`config.mk`:
```
export PLATFORM = sky130hd
export DESIGN_NAME = x86_real_mode_instruction_predecoder_unit_flat
export DESIGN_NICKNAME = d
export VERILOG_FILES = /design/src/hdl/xrmp_pkg.sv /design/src/hdl/xrmp_in_if.sv /design/src/hdl/xrmp_out_if.sv /design/src/hdl/x86_real_mode_instruction_predecoder_unit.sv /design/src/flat_wrapper.sv
export SDC_FILE = /design/constraint.sdc
export NUM_CORES = 1
export LEC_CHECK = 0
export BUFFER_PORTS_ARGS = -buffer_cell sky130_fd_sc_hd__buf_2
export CORE_MARGIN = 4
export CORE_UTILIZATION = 25
export CTS_BUF_LIST = sky130_fd_sc_hd__clkbuf_16
export DETAILED_ROUTE_END_ITERATION = 10
export GPL_ROUTABILITY_DRIVEN = 0
export PLACE_DENSITY_LB_ADDON = 0.12
export SLEW_MARGIN = 20
export SYNTH_ARGS = -nofsm -noshare
export SYNTH_HDL_FRONTEND = slang
export SYNTH_SLANG_ARGS = --single-unit
```
`constraint.sdc`:
```
create_clock -name clk -period 12.95 [get_ports clk]
set_clock_uncertainty 0.1 [all_clocks]
set_input_delay 0 -clock clk [delete_from_list [all_inputs] [get_ports clk]]
set_output_delay 0 -clock clk [all_outputs]
set_load 0.005 [all_outputs]
```
`src/hdl/xrmp_pkg.sv`:
```
// ---------------------------------------------------------------------------
// xrmp_pkg
// Shared types, constants and opcode lookup functions for the real-mode
// instruction predecoder.
// ---------------------------------------------------------------------------
`default_nettype none

package xrmp_pkg;

    // Records longer than this are cut short (range 6..15)
    localparam logic [3:0] MAX_LENGTH = 4'd15;

    // Prefix and opcode bytes
    localparam logic [7:0] PFX_OPSIZE = 8'h66;
    localparam logic [7:0] PFX_ADSIZE = 8'h67;
    localparam logic [7:0] PFX_LOCK   = 8'hF0;
    localparam logic [7:0] PFX_REP    = 8'hF3;
    localparam logic [7:0] PFX_REPNE  = 8'hF2;
    localparam logic [7:0] PFX_ES     = 8'h26;
    localparam logic [7:0] PFX_CS     = 8'h2E;
    localparam logic [7:0] PFX_SS     = 8'h36;
    localparam logic [7:0] PFX_DS     = 8'h3E;
    localparam logic [7:0] PFX_FS     = 8'h64;
    localparam logic [7:0] PFX_GS     = 8'h65;
    localparam logic [7:0] OP_GRP5    = 8'hFF;

    // Mnemonic classes
    localparam logic [5:0] MN_INT3      = 6'd0;
    localparam logic [5:0] MN_INT       = 6'd1;
    localparam logic [5:0] MN_INTO      = 6'd2;
    localparam logic [5:0] MN_IRET      = 6'd3;
    localparam logic [5:0] MN_CLI       = 6'd4;
    localparam logic [5:0] MN_STI       = 6'd5;
    localparam logic [5:0] MN_HLT       = 6'd6;
    localparam logic [5:0] MN_NOP       = 6'd7;
    localparam logic [5:0] MN_CLC       = 6'd8;
    localparam logic [5:0] MN_STC       = 6'd9;
    localparam logic [5:0] MN_CLD       = 6'd10;
    localparam logic [5:0] MN_STD       = 6'd11;
    localparam logic [5:0] MN_PUSHF     = 6'd12;
    localparam logic [5:0] MN_POPF      = 6'd13;
    localparam logic [5:0] MN_RET       = 6'd14;
    localparam logic [5:0] MN_RET_IMM   = 6'd15;
    localparam logic [5:0] MN_RETF      = 6'd16;
    localparam logic [5:0] MN_RETF_IMM  = 6'd17;
    localparam logic [5:0] MN_CALL_REL  = 6'd18;
    localparam logic [5:0] MN_CALL_FAR  = 6'd19;
    localparam logic [5:0] MN_JMP_REL   = 6'd20;
    localparam logic [5:0] MN_JMP_SHORT = 6'd21;
    localparam logic [5:0] MN_JMP_FAR   = 6'd22;
    localparam logic [5:0] MN_JCC       = 6'd23;
    localparam logic [5:0] MN_LOOPNZ    = 6'd24;
    localparam logic [5:0] MN_LOOPZ     = 6'd25;
    localparam logic [5:0] MN_LOOP      = 6'd26;
    localparam logic [5:0] MN_JCXZ      = 6'd27;
    localparam logic [5:0] MN_IN_AL_I   = 6'd28;
    localparam logic [5:0] MN_IN_AX_I   = 6'd29;
    localparam logic [5:0] MN_OUT_I_AL  = 6'd30;
    localparam logic [5:0] MN_OUT_I_AX  = 6'd31;
    localparam logic [5:0] MN_IN_AL_DX  = 6'd32;
    localparam logic [5:0] MN_IN_AX_DX  = 6'd33;
    localparam logic [5:0] MN_OUT_DX_AL = 6'd34;
    localparam logic [5:0] MN_OUT_DX_AX = 6'd35;
    localparam logic [5:0] MN_INSB      = 6'd36;
    localparam logic [5:0] MN_INSW      = 6'd37;
    localparam logic [5:0] MN_OUTSB     = 6'd38;
    localparam logic [5:0] MN_OUTSW     = 6'd39;
    localparam logic [5:0] MN_PUSH_R    = 6'd40;
    localparam logic [5:0] MN_POP_R     = 6'd41;
    localparam logic [5:0] MN_MOV_R8    = 6'd42;
    localparam logic [5:0] MN_MOV_R16   = 6'd43;
    localparam logic [5:0] MN_GRP_OTHER = 6'd49;
    localparam logic [5:0] MN_XCHG_AX   = 6'd50;
    localparam logic [5:0] MN_CBW       = 6'd51;
    localparam logic [5:0] MN_CWD       = 6'd52;
    localparam logic [5:0] MN_UNKNOWN   = 6'd63;

    typedef struct packed {
        logic [5:0]  mnemonic_id;
        logic        rep_seen;
        logic        repne_seen;
        logic        wide_operands;
        logic [3:0]  reg_index;
        logic [31:0] operand_value;
        logic [15:0] segment_value;
        logic [15:0] branch_target;
        logic [3:0]  length;
        logic        overlength;
    } rec_t;

    function automatic logic is_prefix(input logic [7:0] b);
        is_prefix = (b == PFX_OPSIZE) || (b == PFX_REP) || (b == PFX_REPNE) ||
                    (b == PFX_ADSIZE) || (b == PFX_LOCK) || (b == PFX_ES) ||
                    (b == PFX_CS) || (b == PFX_SS) || (b == PFX_DS) ||
                    (b == PFX_FS) || (b == PFX_GS);
    endfunction

    // Operand bytes following a non-FF opcode
    function automatic logic [2:0] operand_len(input logic [7:0] op, input logic wide);
        logic [2:0] n;
        n = 3'd0;
        if (op[7:4] == 4'h7 || op[7:3] == 5'b10110 || op[7:3] == 5'b11100 ||
            op == 8'hCD || op == 8'hEB)
            n = 3'd1;
        else if (op[7:3] == 5'b10111)
            n = wide ? 3'd4 : 3'd2;
        else if (op == 8'hC2 || op == 8'hCA || op == 8'hE8 || op == 8'hE9)
            n = 3'd2;
        else if (op == 8'h9A || op == 8'hEA)
            n = 3'd4;
        operand_len = n;
    endfunction

    // Displacement bytes following a ModRM byte
    function automatic logic [2:0] disp_len(input logic [7:0] modrm);
        logic [2:0] n;
        n = 3'd0;
        case (modrm[7:6])
            2'd1:    n = 3'd1;
            2'd2:    n = 3'd2;
            2'd0:    n = (modrm[2:0] == 3'd6) ? 3'd2 : 3'd0;
            default: n = 3'd0;
        endcase
        disp_len = n;
    endfunction

    function automatic logic [5:0] op_class(input logic [7:0] op, input logic [7:0] modrm);
        logic [5:0] c;
        c = MN_UNKNOWN;
        if (op[7:4] == 4'h7)                       c = MN_JCC;
        else if (op[7:3] == 5'b01010)              c = MN_PUSH_R;
        else if (op[7:3] == 5'b01011)              c = MN_POP_R;
        else if (op[7:3] == 5'b10110)              c = MN_MOV_R8;
        else if (op[7:3] == 5'b10111)              c = MN_MOV_R16;
        else if (op[7:3] == 5'b10010 && op != 8'h90) c = MN_XCHG_AX;
        else begin
            case (op)
                8'hCC: c = MN_INT3;      8'hCD: c = MN_INT;
                8'hCE: c = MN_INTO;      8'hCF: c = MN_IRET;
                8'hFA: c = MN_CLI;       8'hFB: c = MN_STI;
                8'hF4: c = MN_HLT;       8'h90: c = MN_NOP;
                8'hF8: c = MN_CLC;       8'hF9: c = MN_STC;
                8'hFC: c = MN_CLD;       8'hFD: c = MN_STD;
                8'h9C: c = MN_PUSHF;     8'h9D: c = MN_POPF;
                8'hC3: c = MN_RET;       8'hC2: c = MN_RET_IMM;
                8'hCB: c = MN_RETF;      8'hCA: c = MN_RETF_IMM;
                8'hE8: c = MN_CALL_REL;  8'h9A: c = MN_CALL_FAR;
                8'hE9: c = MN_JMP_REL;   8'hEB: c = MN_JMP_SHORT;
                8'hEA: c = MN_JMP_FAR;   8'hE0: c = MN_LOOPNZ;
                8'hE1: c = MN_LOOPZ;     8'hE2: c = MN_LOOP;
                8'hE3: c = MN_JCXZ;      8'hE4: c = MN_IN_AL_I;
                8'hE5: c = MN_IN_AX_I;   8'hE6: c = MN_OUT_I_AL;
                8'hE7: c = MN_OUT_I_AX;  8'hEC: c = MN_IN_AL_DX;
                8'hED: c = MN_IN_AX_DX;  8'hEE: c = MN_OUT_DX_AL;
                8'hEF: c = MN_OUT_DX_AX; 8'h6C: c = MN_INSB;
                8'h6D: c = MN_INSW;      8'h6E: c = MN_OUTSB;
                8'h6F: c = MN_OUTSW;     8'h98: c = MN_CBW;
                8'h99: c = MN_CWD;
                8'hFF: begin
                    // reg 2..6 map onto classes 44..48
                    if (modrm[5:3] >= 3'd2 && modrm[5:3] <= 3'd6)
                        c = 6'(7'd42 + {4'd0, modrm[5:3]});
                    else
                        c = MN_GRP_OTHER;
                end
                default: c = MN_UNKNOWN;
            endcase
        end
        op_class = c;
    endfunction

endpackage

`default_nettype wire

```
`src/hdl/xrmp_in_if.sv`:
```
// ---------------------------------------------------------------------------
// xrmp_in_if
// Code byte channel: one byte per request, with a start-of-instruction mark.
// ---------------------------------------------------------------------------
`default_nettype none

interface xrmp_in_if;
    logic       valid;
    logic       ready;
    logic [7:0] code_byte;
    logic       start_flag;

    modport source (output valid, output code_byte, output start_flag, input ready);
    modport sink   (input valid, input code_byte, input start_flag, output ready);
endinterface

`default_nettype wire

```
`src/hdl/xrmp_out_if.sv`:
```
// ---------------------------------------------------------------------------
// xrmp_out_if
// Decoded record channel: one instruction record per request.
// ---------------------------------------------------------------------------
`default_nettype none

interface xrmp_out_if;
    logic        valid;
    logic        ready;
    logic [5:0]  mnemonic_id;
    logic        rep_seen;
    logic        repne_seen;
    logic        wide_operands;
    logic [3:0]  reg_index;
    logic [31:0] operand_value;
    logic [15:0] segment_value;
    logic [15:0] branch_target;
    logic [3:0]  length;
    logic        overlength;

    modport source (output valid, output mnemonic_id, output rep_seen, output repne_seen,
                    output wide_operands, output reg_index, output operand_value,
                    output segment_value, output branch_target, output length,
                    output overlength, input ready);
    modport sink   (input valid, input mnemonic_id, input rep_seen, input repne_seen,
                    input wide_operands, input reg_index, input operand_value,
                    input segment_value, input branch_target, input length,
                    input overlength, output ready);
endinterface

`default_nettype wire

```
`src/hdl/x86_real_mode_instruction_predecoder_unit.sv`:
```
// ---------------------------------------------------------------------------
// x86_real_mode_instruction_predecoder_unit
// Byte-serial 16-bit x86 predecoder: gathers prefixes, opcode, ModRM and
// operand bytes and emits one record per instruction.
// ---------------------------------------------------------------------------
//  Channel    | Dir | Request carries
//  -----------+-----+-------------------------------------------------------
//  code_ch    | in  | code_byte, start_flag
//  record_ch  | out | decoded record (class, prefix marks, operand, target...)
//
//  One code byte per cycle sustained while no record stalls; a record is
//  offered once its last byte has passed the byte and record registers.
//  The per-byte decode sits between the byte register and the record
//  register; decoder state updates when the byte leaves the byte register.
//  A stalled record only blocks bytes that would produce another record.
//  Reset (rst_n low) drops any partial instruction and pending record.
`default_nettype none

module x86_real_mode_instruction_predecoder_unit (
    input  wire           clk,
    input  wire           rst_n,
    xrmp_in_if.sink       code_ch,
    xrmp_out_if.source    record_ch
);

    localparam logic [1:0] PH_PREFIX   = 2'd0;
    localparam logic [1:0] PH_MODRM    = 2'd1;
    localparam logic [1:0] PH_OPERANDS = 2'd2;

    // byte register
    logic        s1_valid_reg;
    logic [7:0]  s1_byte_reg;
    logic        s1_start_reg;

    // decoder state
    logic [3:0]  cnt_reg,    cnt_next;
    logic [1:0]  phase_reg,  phase_next;
    logic [2:0]  marks_reg,  marks_next;
    logic [7:0]  opcode_reg, opcode_next;
    logic [7:0]  modrm_reg,  modrm_next;
    logic [2:0]  remain_reg, remain_next;
    logic [31:0] accum_reg,  accum_next;

    // record register
    logic              out_valid_reg;
    xrmp_pkg::rec_t    out_rec_reg;

    // working values after this byte
    logic [3:0]  w_cnt;
    logic [1:0]  w_phase;
    logic [2:0]  w_marks;
    logic [7:0]  w_op;
    logic [7:0]  w_modrm;
    logic [2:0]  w_remain;
    logic [31:0] w_accum;
    logic [2:0]  total;
    logic [1:0]  idx;
    logic        done;
    logic        over;
    logic        emit;
    logic        out_free;
    logic        s1_adv;
    logic [7:0]  b;
    xrmp_pkg::rec_t rec;

    assign b        = s1_byte_reg;
    assign out_free = !out_valid_reg || record_ch.ready;
    assign s1_adv   = s1_valid_reg && (!emit || out_free);
    assign code_ch.ready = !s1_valid_reg || s1_adv;

    always_comb
    begin
        // start_flag drops the partial instruction first
        if (s1_start_reg)
        begin
            w_cnt = 4'd0; w_phase = PH_PREFIX; w_marks = 3'd0; w_op = 8'd0;
            w_modrm = 8'd0; w_remain = 3'd0; w_accum = 32'd0;
        end
        else
        begin
            w_cnt = cnt_reg; w_phase = phase_reg; w_marks = marks_reg; w_op = opcode_reg;
            w_modrm = modrm_reg; w_remain = remain_reg; w_accum = accum_reg;
        end
        w_cnt = w_cnt + 4'd1;
        done  = 1'b0;
        total = (w_op == xrmp_pkg::OP_GRP5) ? xrmp_pkg::disp_len(w_modrm)
                                            : xrmp_pkg::operand_len(w_op, w_marks[2]);
        idx   = 2'(total - w_remain);

        case (w_phase)
            PH_PREFIX:
            begin
                if (b == xrmp_pkg::PFX_OPSIZE)
                    w_marks[2] = 1'b1;
                else if (b == xrmp_pkg::PFX_REP)
                    w_marks[0] = 1'b1;
                else if (b == xrmp_pkg::PFX_REPNE)
                    w_marks[1] = 1'b1;
                else if (!xrmp_pkg::is_prefix(b))
                begin
                    w_op = b;
                    if (b == xrmp_pkg::OP_GRP5)
                        w_phase = PH_MODRM;
                    else
                    begin
                        w_phase  = PH_OPERANDS;
                        w_remain = xrmp_pkg::operand_len(b, w_marks[2]);
                        done     = (w_remain == 3'd0);
                    end
                end
            end
            PH_MODRM:
            begin
                w_modrm  = b;
                w_phase  = PH_OPERANDS;
                w_remain = xrmp_pkg::disp_len(b);
                done     = (w_remain == 3'd0);
            end
            default:
            begin
                // at most four operand bytes, little-endian
                case (idx)
                    2'd0:    w_accum[7:0]   = w_accum[7:0]   | b;
                    2'd1:    w_accum[15:8]  = w_accum[15:8]  | b;
                    2'd2:    w_accum[23:16] = w_accum[23:16] | b;
                    default: w_accum[31:24] = w_accum[31:24] | b;
                endcase
                if (w_remain != 3'd0)
                    w_remain = w_remain - 3'd1;
                done = (w_remain == 3'd0);
            end
        endcase

        over = !done && (w_cnt >= xrmp_pkg::MAX_LENGTH);
        emit = done || over;
    end

    // record build from the post-byte state
    always_comb
    begin
        rec               = '0;
        rec.mnemonic_id   = xrmp_pkg::MN_UNKNOWN;
        rec.rep_seen      = w_marks[0];
        rec.repne_seen    = w_marks[1];
        rec.wide_operands = w_marks[2];
        rec.length        = w_cnt;
        rec.overlength    = over;
        if (w_phase != PH_PREFIX)
        begin
            rec.mnemonic_id   = xrmp_pkg::op_class(w_op, w_modrm);
            rec.operand_value = w_accum;
            if (rec.mnemonic_id == xrmp_pkg::MN_UNKNOWN)
                rec.operand_value = {24'd0, w_op};
            else if (rec.mnemonic_id == xrmp_pkg::MN_JCC)
                rec.reg_index = w_op[3:0];
            else if (rec.mnemonic_id == xrmp_pkg::MN_PUSH_R ||
                     rec.mnemonic_id == xrmp_pkg::MN_POP_R ||
                     rec.mnemonic_id == xrmp_pkg::MN_MOV_R8 ||
                     rec.mnemonic_id == xrmp_pkg::MN_MOV_R16 ||
                     rec.mnemonic_id == xrmp_pkg::MN_XCHG_AX)
                rec.reg_index = {1'b0, w_op[2:0]};
            else if (w_op == xrmp_pkg::OP_GRP5)
                rec.reg_index = {1'b0, w_modrm[5:3]};
            else if (rec.mnemonic_id == xrmp_pkg::MN_CALL_FAR ||
                     rec.mnemonic_id == xrmp_pkg::MN_JMP_FAR)
            begin
                rec.operand_value = {16'd0, w_accum[15:0]};
                rec.segment_value = w_accum[31:16];
            end

            if (rec.mnemonic_id == xrmp_pkg::MN_JMP_SHORT ||
                rec.mnemonic_id == xrmp_pkg::MN_JCC ||
                rec.mnemonic_id == xrmp_pkg::MN_LOOPNZ ||
                rec.mnemonic_id == xrmp_pkg::MN_LOOPZ ||
                rec.mnemonic_id == xrmp_pkg::MN_LOOP ||
                rec.mnemonic_id == xrmp_pkg::MN_JCXZ)
                rec.branch_target = {12'd0, w_cnt} + {{8{w_accum[7]}}, w_accum[7:0]};
            else if (rec.mnemonic_id == xrmp_pkg::MN_CALL_REL ||
                     rec.mnemonic_id == xrmp_pkg::MN_JMP_REL)
                rec.branch_target = {12'd0, w_cnt} + w_accum[15:0];
        end
    end

    always_comb
    begin
        if (emit)
        begin
            cnt_next = 4'd0; phase_next = PH_PREFIX; marks_next = 3'd0; opcode_next = 8'd0;
            modrm_next = 8'd0; remain_next = 3'd0; accum_next = 32'd0;
        end
        else
        begin
            cnt_next = w_cnt; phase_next = w_phase; marks_next = w_marks; opcode_next = w_op;
            modrm_next = w_modrm; remain_next = w_remain; accum_next = w_accum;
        end
    end

    always_ff @(posedge clk or negedge rst_n)
    begin
        if (!rst_n)
        begin
            s1_valid_reg <= 1'b0;
        end
        else if (code_ch.valid && code_ch.ready)
        begin
            s1_valid_reg <= 1'b1;
        end
        else if (s1_adv)
        begin
            s1_valid_reg <= 1'b0;
        end
    end

    always_ff @(posedge clk)
    begin
        if (code_ch.valid && code_ch.ready)
        begin
            s1_byte_reg  <= code_ch.code_byte;
            s1_start_reg <= code_ch.start_flag;
        end
    end

    always_ff @(posedge clk or negedge rst_n)
    begin
        if (!rst_n)
        begin
            cnt_reg    <= 4'd0;
            phase_reg  <= PH_PREFIX;
            marks_reg  <= 3'd0;
            opcode_reg <= 8'd0;
            modrm_reg  <= 8'd0;
            remain_reg <= 3'd0;
            accum_reg  <= 32'd0;
        end
        else if (s1_adv)
        begin
            cnt_reg    <= cnt_next;
            phase_reg  <= phase_next;
            marks_reg  <= marks_next;
            opcode_reg <= opcode_next;
            modrm_reg  <= modrm_next;
            remain_reg <= remain_next;
            accum_reg  <= accum_next;
        end
    end

    always_ff @(posedge clk or negedge rst_n)
    begin
        if (!rst_n)
        begin
            out_valid_reg <= 1'b0;
        end
        else if (s1_adv && emit)
        begin
            out_valid_reg <= 1'b1;
        end
        else if (record_ch.ready)
        begin
            out_valid_reg <= 1'b0;
        end
    end

    always_ff @(posedge clk)
    begin
        if (s1_adv && emit)
        begin
            out_rec_reg <= rec;
        end
    end

    assign record_ch.valid         = out_valid_reg;
    assign record_ch.mnemonic_id   = out_rec_reg.mnemonic_id;
    assign record_ch.rep_seen      = out_rec_reg.rep_seen;
    assign record_ch.repne_seen    = out_rec_reg.repne_seen;
    assign record_ch.wide_operands = out_rec_reg.wide_operands;
    assign record_ch.reg_index     = out_rec_reg.reg_index;
    assign record_ch.operand_value = out_rec_reg.operand_value;
    assign record_ch.segment_value = out_rec_reg.segment_value;
    assign record_ch.branch_target = out_rec_reg.branch_target;
    assign record_ch.length        = out_rec_reg.length;
    assign record_ch.overlength    = out_rec_reg.overlength;

endmodule

`default_nettype wire

```
`src/flat_wrapper.sv`:
```
// flat-port wrapper written by rule: the top's interface ports become plain ports
module x86_real_mode_instruction_predecoder_unit_flat 
  (clk, rst_n, code_ch_valid, code_ch_code_byte, code_ch_start_flag, code_ch_ready, record_ch_valid, record_ch_mnemonic_id, record_ch_rep_seen, record_ch_repne_seen, record_ch_wide_operands, record_ch_reg_index, record_ch_operand_value, record_ch_segment_value, record_ch_branch_target, record_ch_length, record_ch_overlength, record_ch_ready);
  xrmp_in_if code_ch_i ();
  xrmp_out_if record_ch_i ();
  input  wire clk;
  input  wire rst_n;
  input wire logic [$bits(code_ch_i.valid)-1:0] code_ch_valid;
  input wire logic [$bits(code_ch_i.code_byte)-1:0] code_ch_code_byte;
  input wire logic [$bits(code_ch_i.start_flag)-1:0] code_ch_start_flag;
  output wire logic [$bits(code_ch_i.ready)-1:0] code_ch_ready;
  output wire logic [$bits(record_ch_i.valid)-1:0] record_ch_valid;
  output wire logic [$bits(record_ch_i.mnemonic_id)-1:0] record_ch_mnemonic_id;
  output wire logic [$bits(record_ch_i.rep_seen)-1:0] record_ch_rep_seen;
  output wire logic [$bits(record_ch_i.repne_seen)-1:0] record_ch_repne_seen;
  output wire logic [$bits(record_ch_i.wide_operands)-1:0] record_ch_wide_operands;
  output wire logic [$bits(record_ch_i.reg_index)-1:0] record_ch_reg_index;
  output wire logic [$bits(record_ch_i.operand_value)-1:0] record_ch_operand_value;
  output wire logic [$bits(record_ch_i.segment_value)-1:0] record_ch_segment_value;
  output wire logic [$bits(record_ch_i.branch_target)-1:0] record_ch_branch_target;
  output wire logic [$bits(record_ch_i.length)-1:0] record_ch_length;
  output wire logic [$bits(record_ch_i.overlength)-1:0] record_ch_overlength;
  input wire logic [$bits(record_ch_i.ready)-1:0] record_ch_ready;
  assign code_ch_i.valid = code_ch_valid;
  assign code_ch_i.code_byte = code_ch_code_byte;
  assign code_ch_i.start_flag = code_ch_start_flag;
  assign code_ch_ready = code_ch_i.ready;
  assign record_ch_valid = record_ch_i.valid;
  assign record_ch_mnemonic_id = record_ch_i.mnemonic_id;
  assign record_ch_rep_seen = record_ch_i.rep_seen;
  assign record_ch_repne_seen = record_ch_i.repne_seen;
  assign record_ch_wide_operands = record_ch_i.wide_operands;
  assign record_ch_reg_index = record_ch_i.reg_index;
  assign record_ch_operand_value = record_ch_i.operand_value;
  assign record_ch_segment_value = record_ch_i.segment_value;
  assign record_ch_branch_target = record_ch_i.branch_target;
  assign record_ch_length = record_ch_i.length;
  assign record_ch_overlength = record_ch_i.overlength;
  assign record_ch_i.ready = record_ch_ready;
  x86_real_mode_instruction_predecoder_unit u_core (.clk(clk), .rst_n(rst_n), .code_ch(code_ch_i), .record_ch(record_ch_i));
endmodule
```
==> results.sh, run 1 <==
export IMPL_cp_end_kind="flip-flop"
export IMPL_synth_warnings=0
export IMPL_start_util=0.253
export IMPL_cpPeakStageDelay_ns=0.78
export IMPL_p_leak_uw=0.00395
export IMPL_grt_max_degree=64
export IMPL_clk_pin_slew_ns=0.07
export IMPL_antenna_found_initial=1
export IMPL_drtIter0Drc=513
export IMPL_grt_pass1_vias=7075
export IMPL_status="finished, final reports clean"
export IMPL_hold_depth=2
export IMPL_dp_hpwl_microns=20000
export IMPL_dp_cells=1361
export IMPL_ctsHoldBuffers=13
export IMPL_cts_resized=0
export IMPL_ys_types=95
export IMPL_drt_total_wl_microns=28300
export IMPL_fmax_mhz=172
export IMPL_fp_dieH_microns=195
export IMPL_port_buffers=96
export IMPL_crit_cells=16
export IMPL_synth_edff_count=91
export IMPL_num_rows=68
export IMPL_synth_area_leaders="edfxtp_1, dfrtp_1, nand2_1"
export IMPL_cp_max_fo=30
export IMPL_routed_via_count=7264
export IMPL_setup_tns_ns=0
export IMPL_cp_arrival_ns=5.84
export IMPL_criticalPathCategory="flip-flop to flip-flop"
export IMPL_syn_area_sq_um=8740
export IMPL_cts_sinks=153
export IMPL_slowest_stage="or2_1"
export IMPL_period_share=0.448
export IMPL_stdcell_count=1406
export IMPL_multi_input_area_sq_um=4110
export IMPL_yosys_area_top_type="edfxtp_1"
export IMPL_async_flop_share=0.405
export IMPL_synth_nets=880
export IMPL_final_util=0.298
export IMPL_worst_pin_slew_ns=1.02
export IMPL_register_area_sq_um=4280
export IMPL_path_cells="buf_4 -> nor3_1 -> buf_4 -> nor3b_1 -> a21oi_1 -> inv_1 -> ha_1 -> nor2_1 -> nand4_1 -> nand3_1 -> a32oi_1 -> o221a_2 -> a21o_1 -> nor3_4 -> or2_1 -> nor3_1"
export IMPL_clkLatencyLatePin_ns=0.43
export IMPL_drtAntennaViolNets=0
export IMPL_coreArea_sq_um=34500
export IMPL_io_pins=97
export IMPL_postSynthAreaPerCell_sq_um=10.3
export IMPL_finalSetupViolations=0
export IMPL_die_width_microns=195
export IMPL_path_delay_family="simple AND/OR/NAND/NOR gates"
export IMPL_fill_cells=3635
export IMPL_routedWlPerCell_microns=20.1
export IMPL_finalHoldViolCount=0
export IMPL_synth_top_cell_area_share=0.313
export IMPL_post_route_cells_drive_above_1_share=0.189
export IMPL_grt_ovfl_total=0
export IMPL_cts_buffer_depth=2
export IMPL_grt_usage=0.146
export IMPL_drc=0
export IMPL_maxSlewHeadroom=0.308
export IMPL_synthTopCellsByCount="edfxtp_1, nand2_1, o21ai_0"
export IMPL_nets=965
export IMPL_reg2regPathDepth=16
export IMPL_ys_seq_elements=153
export IMPL_grt_pass1_wl_microns=44000
export IMPL_netlist_instances=853
export IMPL_firstDrtPassIters=5
export IMPL_worst_setup_path_start_kind="flip-flop"
export IMPL_powerDensity_nw_per_um2=151
export IMPL_hp_class="primary input to flip-flop"
export IMPL_ys_seq_area_frac=0.490
export IMPL_finalMaxSlewViolations=0
export IMPL_clockRootBuffer="clkbuf_16"
export IMPL_cts_made_buffers=17
export IMPL_diodes=0
export IMPL_vias_per_cell=5.17
export IMPL_cap_violations=0
export IMPL_cts_setup_buffers=0
export IMPL_cts_max_level=4
export IMPL_peakVddDrop_mv=0.0754
export IMPL_post_route_min_period_ns=5.80
export IMPL_die_area_sq_um=38000
export IMPL_rsz0062_at_grt="no"
export IMPL_area_delta_synth_final_pct=17.8
export IMPL_crit_buf_inv=3
export IMPL_critical_path_required_ns=12.99
export IMPL_cts_tree="built"
export IMPL_ys_flop_type="edfxtp_1"
-- logic make-up after synthesis --
| kind of cell | Yosys count | share of synthesized area |
|---|---|---|
| adder cells (fa/ha/maj) | 14 | 0.0209 |
| multiplexers | 1 | 0.00129 |
| AND/OR/NAND/NOR | 333 | 0.205 |
| AO/OA/AOI/OAI | 256 | 0.224 |
| XOR/XNOR | 17 | 0.0170 |
| buffers and inverters | 79 | 0.0412 |
| flip-flops | 153 | 0.490 |
-- layout by cell type (no fill, tap or decap), drive strengths merged, types with 22 or more instances in the layout --
master     n
nand3     26
a21oi     29
edfxtp    91
o2bb2ai   22
a22o      23
dfrtp     62
buf      105
inv       31
o21ai     69
nor2      53
nor3      40
nand2     93
-- per-stage QoR --
step	hold WS [ns]	setup slack, ns	cell area (sq um)	total power (uW)
CTS	0.164	7.09	10300	1580
finish	0.181	7.15	10300	1550
detailed placement	0.0826	7.11	9610	1090
floorplan	-0.396	6.19	8740	934
global route	0.170	6.67	10300	1640
global placement	0.0826	7.14	9610	1100
-- final timing paths --
kind | slack, ns | from | endpoint
max | 7.15 | u_core.s1_start_reg | u_core.record_ch.segment_value[2]
min | 0.18 | code_ch_code_byte[3] | u_core.b[3]
max reg2reg | 7.15 | u_core.s1_start_reg | u_core.record_ch.segment_value[2]
min reg2reg | 0.38 | u_core.modrm_reg[4] | u_core.modrm_reg[4]
max in group asynchronous | 11.95 | rst_n | u_core.opcode_reg[4]
min in group asynchronous | 0.22 | rst_n | u_core.accum_reg[27]
-- worst register-to-register path: cells and delay by family (launching register included) --
family | cells | cell delay (ns)
flip-flops | 1 | 0.36
buffers and inverters | 3 | 0.67
adder cells (fa/ha/maj) | 1 | 0.24
AO/OA/AOI/OAI | 4 | 1.19
AND/OR/NAND/NOR | 8 | 2.97
-- report_power, final --
part / leakage, uW / total (uW) / switching (uW) / internal, uW
Clock: 0.000273 / 480 / 215 / 265
Combinational: 0.00193 / 432 / 300 / 132
Sequential: 0.00175 / 643 / 39.9 / 603
Total: 0.00395 / 1550 / 555 / 1000
-- routing by layer --
| layer | track usage | share of wire | vias up |
|---|---|---|---|
| li1 | - | - | 3413 |
| met1 | 0.198 | 0.45 | 3633 |
| met2 | 0.241 | 0.49 | 191 |
| met3 | 0.0214 | 0.039 | 27 |
| met4 | 0.0481 | 0.020 | 0 |
| met5 | 0 | 0 | - |
-- cell type report --
cell class                      count  area share
Tap cell                          455      0.0553
Timing Repair Buffer              118      0.0659
Sequential cell                   153       0.416
Clock inverter                     15      0.0125
Inverter                           27     0.00984
Multi-Input combinational cell    621       0.399
Clock buffer                       17      0.0413
No activity file was read; power rests on OpenSTA's default activity.
==> inputs of run 2 (changes only) <==
ABC_AREA = 1   (was not set)
clock period = 4.8 ns   (was 12.95 ns; I/O delays follow)
==> run 2 against run 1 <==
Sequential share of layout area shrank 1.0 points. Fmax grew 30%. Utilization grew 1.6 points. Largest power group is now combinational cells. Synthesized cell count grew 22%. Clock power grew to 2.9 times the previous value. Critical endpoint is now u_core.record_ch.branch_target[12]. Routed wire length shrank 4.1%. Synthesized area shrank 2.5%.
==> results.sh, run 2 <==
export IMPL_path_delay_family="simple AND/OR/NAND/NOR gates"
export IMPL_drtIter0Drc=421
export IMPL_routedWlPerCell_microns=16.6
export IMPL_async_flop_share=0.405
export IMPL_rsz0062_at_grt="yes"
export IMPL_start_util=0.254
export IMPL_diodes=0
export IMPL_peakVddDrop_mv=0.288
export IMPL_timing_hold_ws_ns=0.170
export IMPL_io_pins=97
export IMPL_r2r_end="u_core.record_ch.branch_target[12]"
export IMPL_grt_usage=0.148
export IMPL_post_route_min_period_ns=4.46
export IMPL_grt_ovfl_total=0
export IMPL_p_leak_uw=0.00454
export IMPL_final_common_cell="nand2_1"
export IMPL_endpoint="u_core.record_ch.branch_target[12]"
export IMPL_cts_made_buffers=17
export IMPL_finalMaxSlewViolations=0
export IMPL_die_area_sq_um=37100
export IMPL_grt_max_degree=63
export IMPL_grt_pass1_vias=7512
export IMPL_period_share=0.929
export IMPL_num_rows=67
export IMPL_cp_max_fo=8
export IMPL_finalHoldViolCount=0
export IMPL_firstDrtPassIters=5
export IMPL_dp_hpwl_microns=19900
export IMPL_drtAntennaViolNets=0
export IMPL_final_util=0.314
export IMPL_cap_violations=0
export IMPL_coreArea_sq_um=33600
export IMPL_fmax_mhz=224
export IMPL_netlist_instances=1040
export IMPL_die_width_microns=193
export IMPL_port_buffers=96
export IMPL_critical_path_startpoint="u_core.s1_start_reg"
export IMPL_yosysMostFrequentCell="nand2_1"
export IMPL_rr_startpoint="u_core.s1_start_reg"
export IMPL_cp_arrival_ns=4.52
export IMPL_hp_class="primary input to flip-flop"
export IMPL_reg2regPathDepth=24
export IMPL_synthTopCellsByCount="nand2_1, inv_1, nor2_1"
export IMPL_worst_pin_slew_ns=0.894
export IMPL_final_cell_mix="nand2_1, inv_1, nor2_1"
export IMPL_rrSetupSlack_ns=0.34
export IMPL_slowest_stage="edfxtp_1"
export IMPL_ys_types=51
export IMPL_drc=0
export IMPL_synth_nets=1067
export IMPL_ys_seq_area_frac=0.503
export IMPL_nets=1204
export IMPL_vias_per_cell=4.62
export IMPL_cts_sinks=153
export IMPL_criticalPathCategory="flip-flop to flip-flop"
export IMPL_cts_tree="built"
export IMPL_finalSetupViolations=0
export IMPL_synth_warnings=0
export IMPL_cpPeakStageDelay_ns=0.53
export IMPL_cts_buffer_depth=2
export IMPL_crit_top_cell="nand2_1"
export IMPL_clockRootBuffer="clkbuf_16"
export IMPL_clkLatencyLatePin_ns=0.44
export IMPL_cts_max_level=4
export IMPL_grt_pass1_wl_microns=42600
export IMPL_powerDensity_nw_per_um2=489
export IMPL_crit_buf_inv=1
export IMPL_crit_cells=24
export IMPL_critical_path_required_ns=4.86
export IMPL_synth_top_cell_area_share=0.321
export IMPL_ys_seq_elements=153
export IMPL_clk_pin_slew_ns=0.07
export IMPL_antenna_found_initial=0
export IMPL_drt_total_wl_microns=27200
export IMPL_synth_area_leaders="edfxtp_1, dfrtp_1, nand2_1"
export IMPL_status="finished, final reports clean"
export IMPL_ys_flop_type="edfxtp_1"
export IMPL_routed_via_count=7572
export IMPL_area_delta_synth_final_pct=23.8
export IMPL_maxSlewHeadroom=0.404
export IMPL_worst_setup_path_start_kind="flip-flop"
export IMPL_hold_depth=2
export IMPL_yosys_area_top_type="edfxtp_1"
export IMPL_path_cells="nor2_2 -> nand3_1 -> a21boi_0 -> o31ai_1 -> o22ai_1 -> ha_1 -> xor2_1 -> or2_1 -> nand2_1 -> nand2_4 -> o21ai_2 -> ha_1 -> inv_1 -> fa_1 -> o21ai_2 -> nand2_1 -> nor2_2 -> nand2_1 -> nor2_2 -> nand2_1 -> nor2_1 -> nand2_1 -> nand3_1 -> a21oi_1"
export IMPL_post_route_cells_drive_above_1_share=0.197
export IMPL_fp_dieH_microns=193
export IMPL_syn_area_sq_um=8520
export IMPL_synth_edff_count=91
export IMPL_cp_end_kind="flip-flop"
export IMPL_postSynthAreaPerCell_sq_um=8.20
## run 2: repair_timing
item                                    CTS  global route
gates resized for setup                   1            16
hold buffers                             14             0
pin swaps                                 0             6
endpoints found under the setup margin    1            22
buffers inserted                          2             3
hold endpoints to repair                 73             0
## run 2: cells by family (layout without fill, tap and decap cells)
| kind of cell | count (synthesis) | count (layout) | synth area share |
|---|---|---|---|
| simple gates | 459 | 459 | 0.244 |
| flops | 153 | 153 | 0.503 |
| compound gates | 186 | 186 | 0.125 |
| xor+xnor | 5 | 5 | 0.00514 |
| fa+ha+maj | 14 | 14 | 0.0214 |
| buf+inv | 223 | 373 | 0.102 |
## run 2: metal layers
metal	global-route usage	vias to the layer above	share of wire
li1	-	3755	-
met1	0.200	3618	0.47
met2	0.244	171	0.48
met3	0.0239	28	0.040
met4	0.0444	0	0.018
met5	0	-	0
## run 2: power breakdown
group / internal, uW / leakage [uW] / switching (uW)
logic: 585 / 0.00251 / 1300
clock network: 778 / 0.000288 / 612
registers: 1770 / 0.00174 / 104
## run 2: worst min path at each step
stage                          from                   to
2_1_floorplan                 rst_n  u_core.accum_reg[0]
3_3_place_gp   code_ch_code_byte[6]          u_core.b[6]
3_5_place_dp   code_ch_code_byte[7]          u_core.b[7]
4_1_cts        code_ch_code_byte[5]          u_core.b[5]
5_1_grt        code_ch_code_byte[5]          u_core.b[5]
6_report       code_ch_code_byte[5]          u_core.b[5]
## run 2: metrics by stage
| step | instances | total power (uW) | cell area, sq um | setup WS (ns) | setup TNS (ns) |
|---|---|---|---|---|---|
| floorplan | 1040 | 3000 | 8530 | 0.250 | 0 |
| global placement | 1587 | 3810 | 9730 | 0.176 | 0 |
| detailed placement | 1587 | 3800 | 9730 | -0.0408 | -0.0408 |
| CTS | 1635 | 5220 | 10500 | 0.0761 | 0 |
| global route | 1638 | 5500 | 10600 | -0.0510 | -0.0510 |
| finish | 1638 | 5160 | 10600 | 0.339 | 0 |
## run 2: worst register-to-register path, cell delays in order, from the launching register on
cell      delay [ns]
edfxtp_1        0.53
nor2_2          0.18
nand3_1         0.13
a21boi_0        0.15
o31ai_1         0.21
o22ai_1         0.11
ha_1            0.22
xor2_1          0.16
or2_1           0.22
nand2_1         0.12
nand2_4         0.10
o21ai_2         0.18
ha_1            0.19
inv_1           0.06
fa_1            0.41
o21ai_2         0.17
nand2_1         0.09
nor2_2          0.12
nand2_1         0.13
nor2_2          0.18
nand2_1         0.11
nor2_1          0.09
nand2_1         0.06
nand3_1         0.09
a21oi_1         0.07
## run 2: cell type report
type | count | area, sq um
Fill cell | 3606 | 23100
Sequential cell | 153 | 4280
Multi-Input combinational cell | 664 | 3450
Timing Repair Buffer | 150 | 946
Inverter | 191 | 723
Tap cell | 448 | 561
Clock buffer | 17 | 425
Clock inverter | 15 | 165
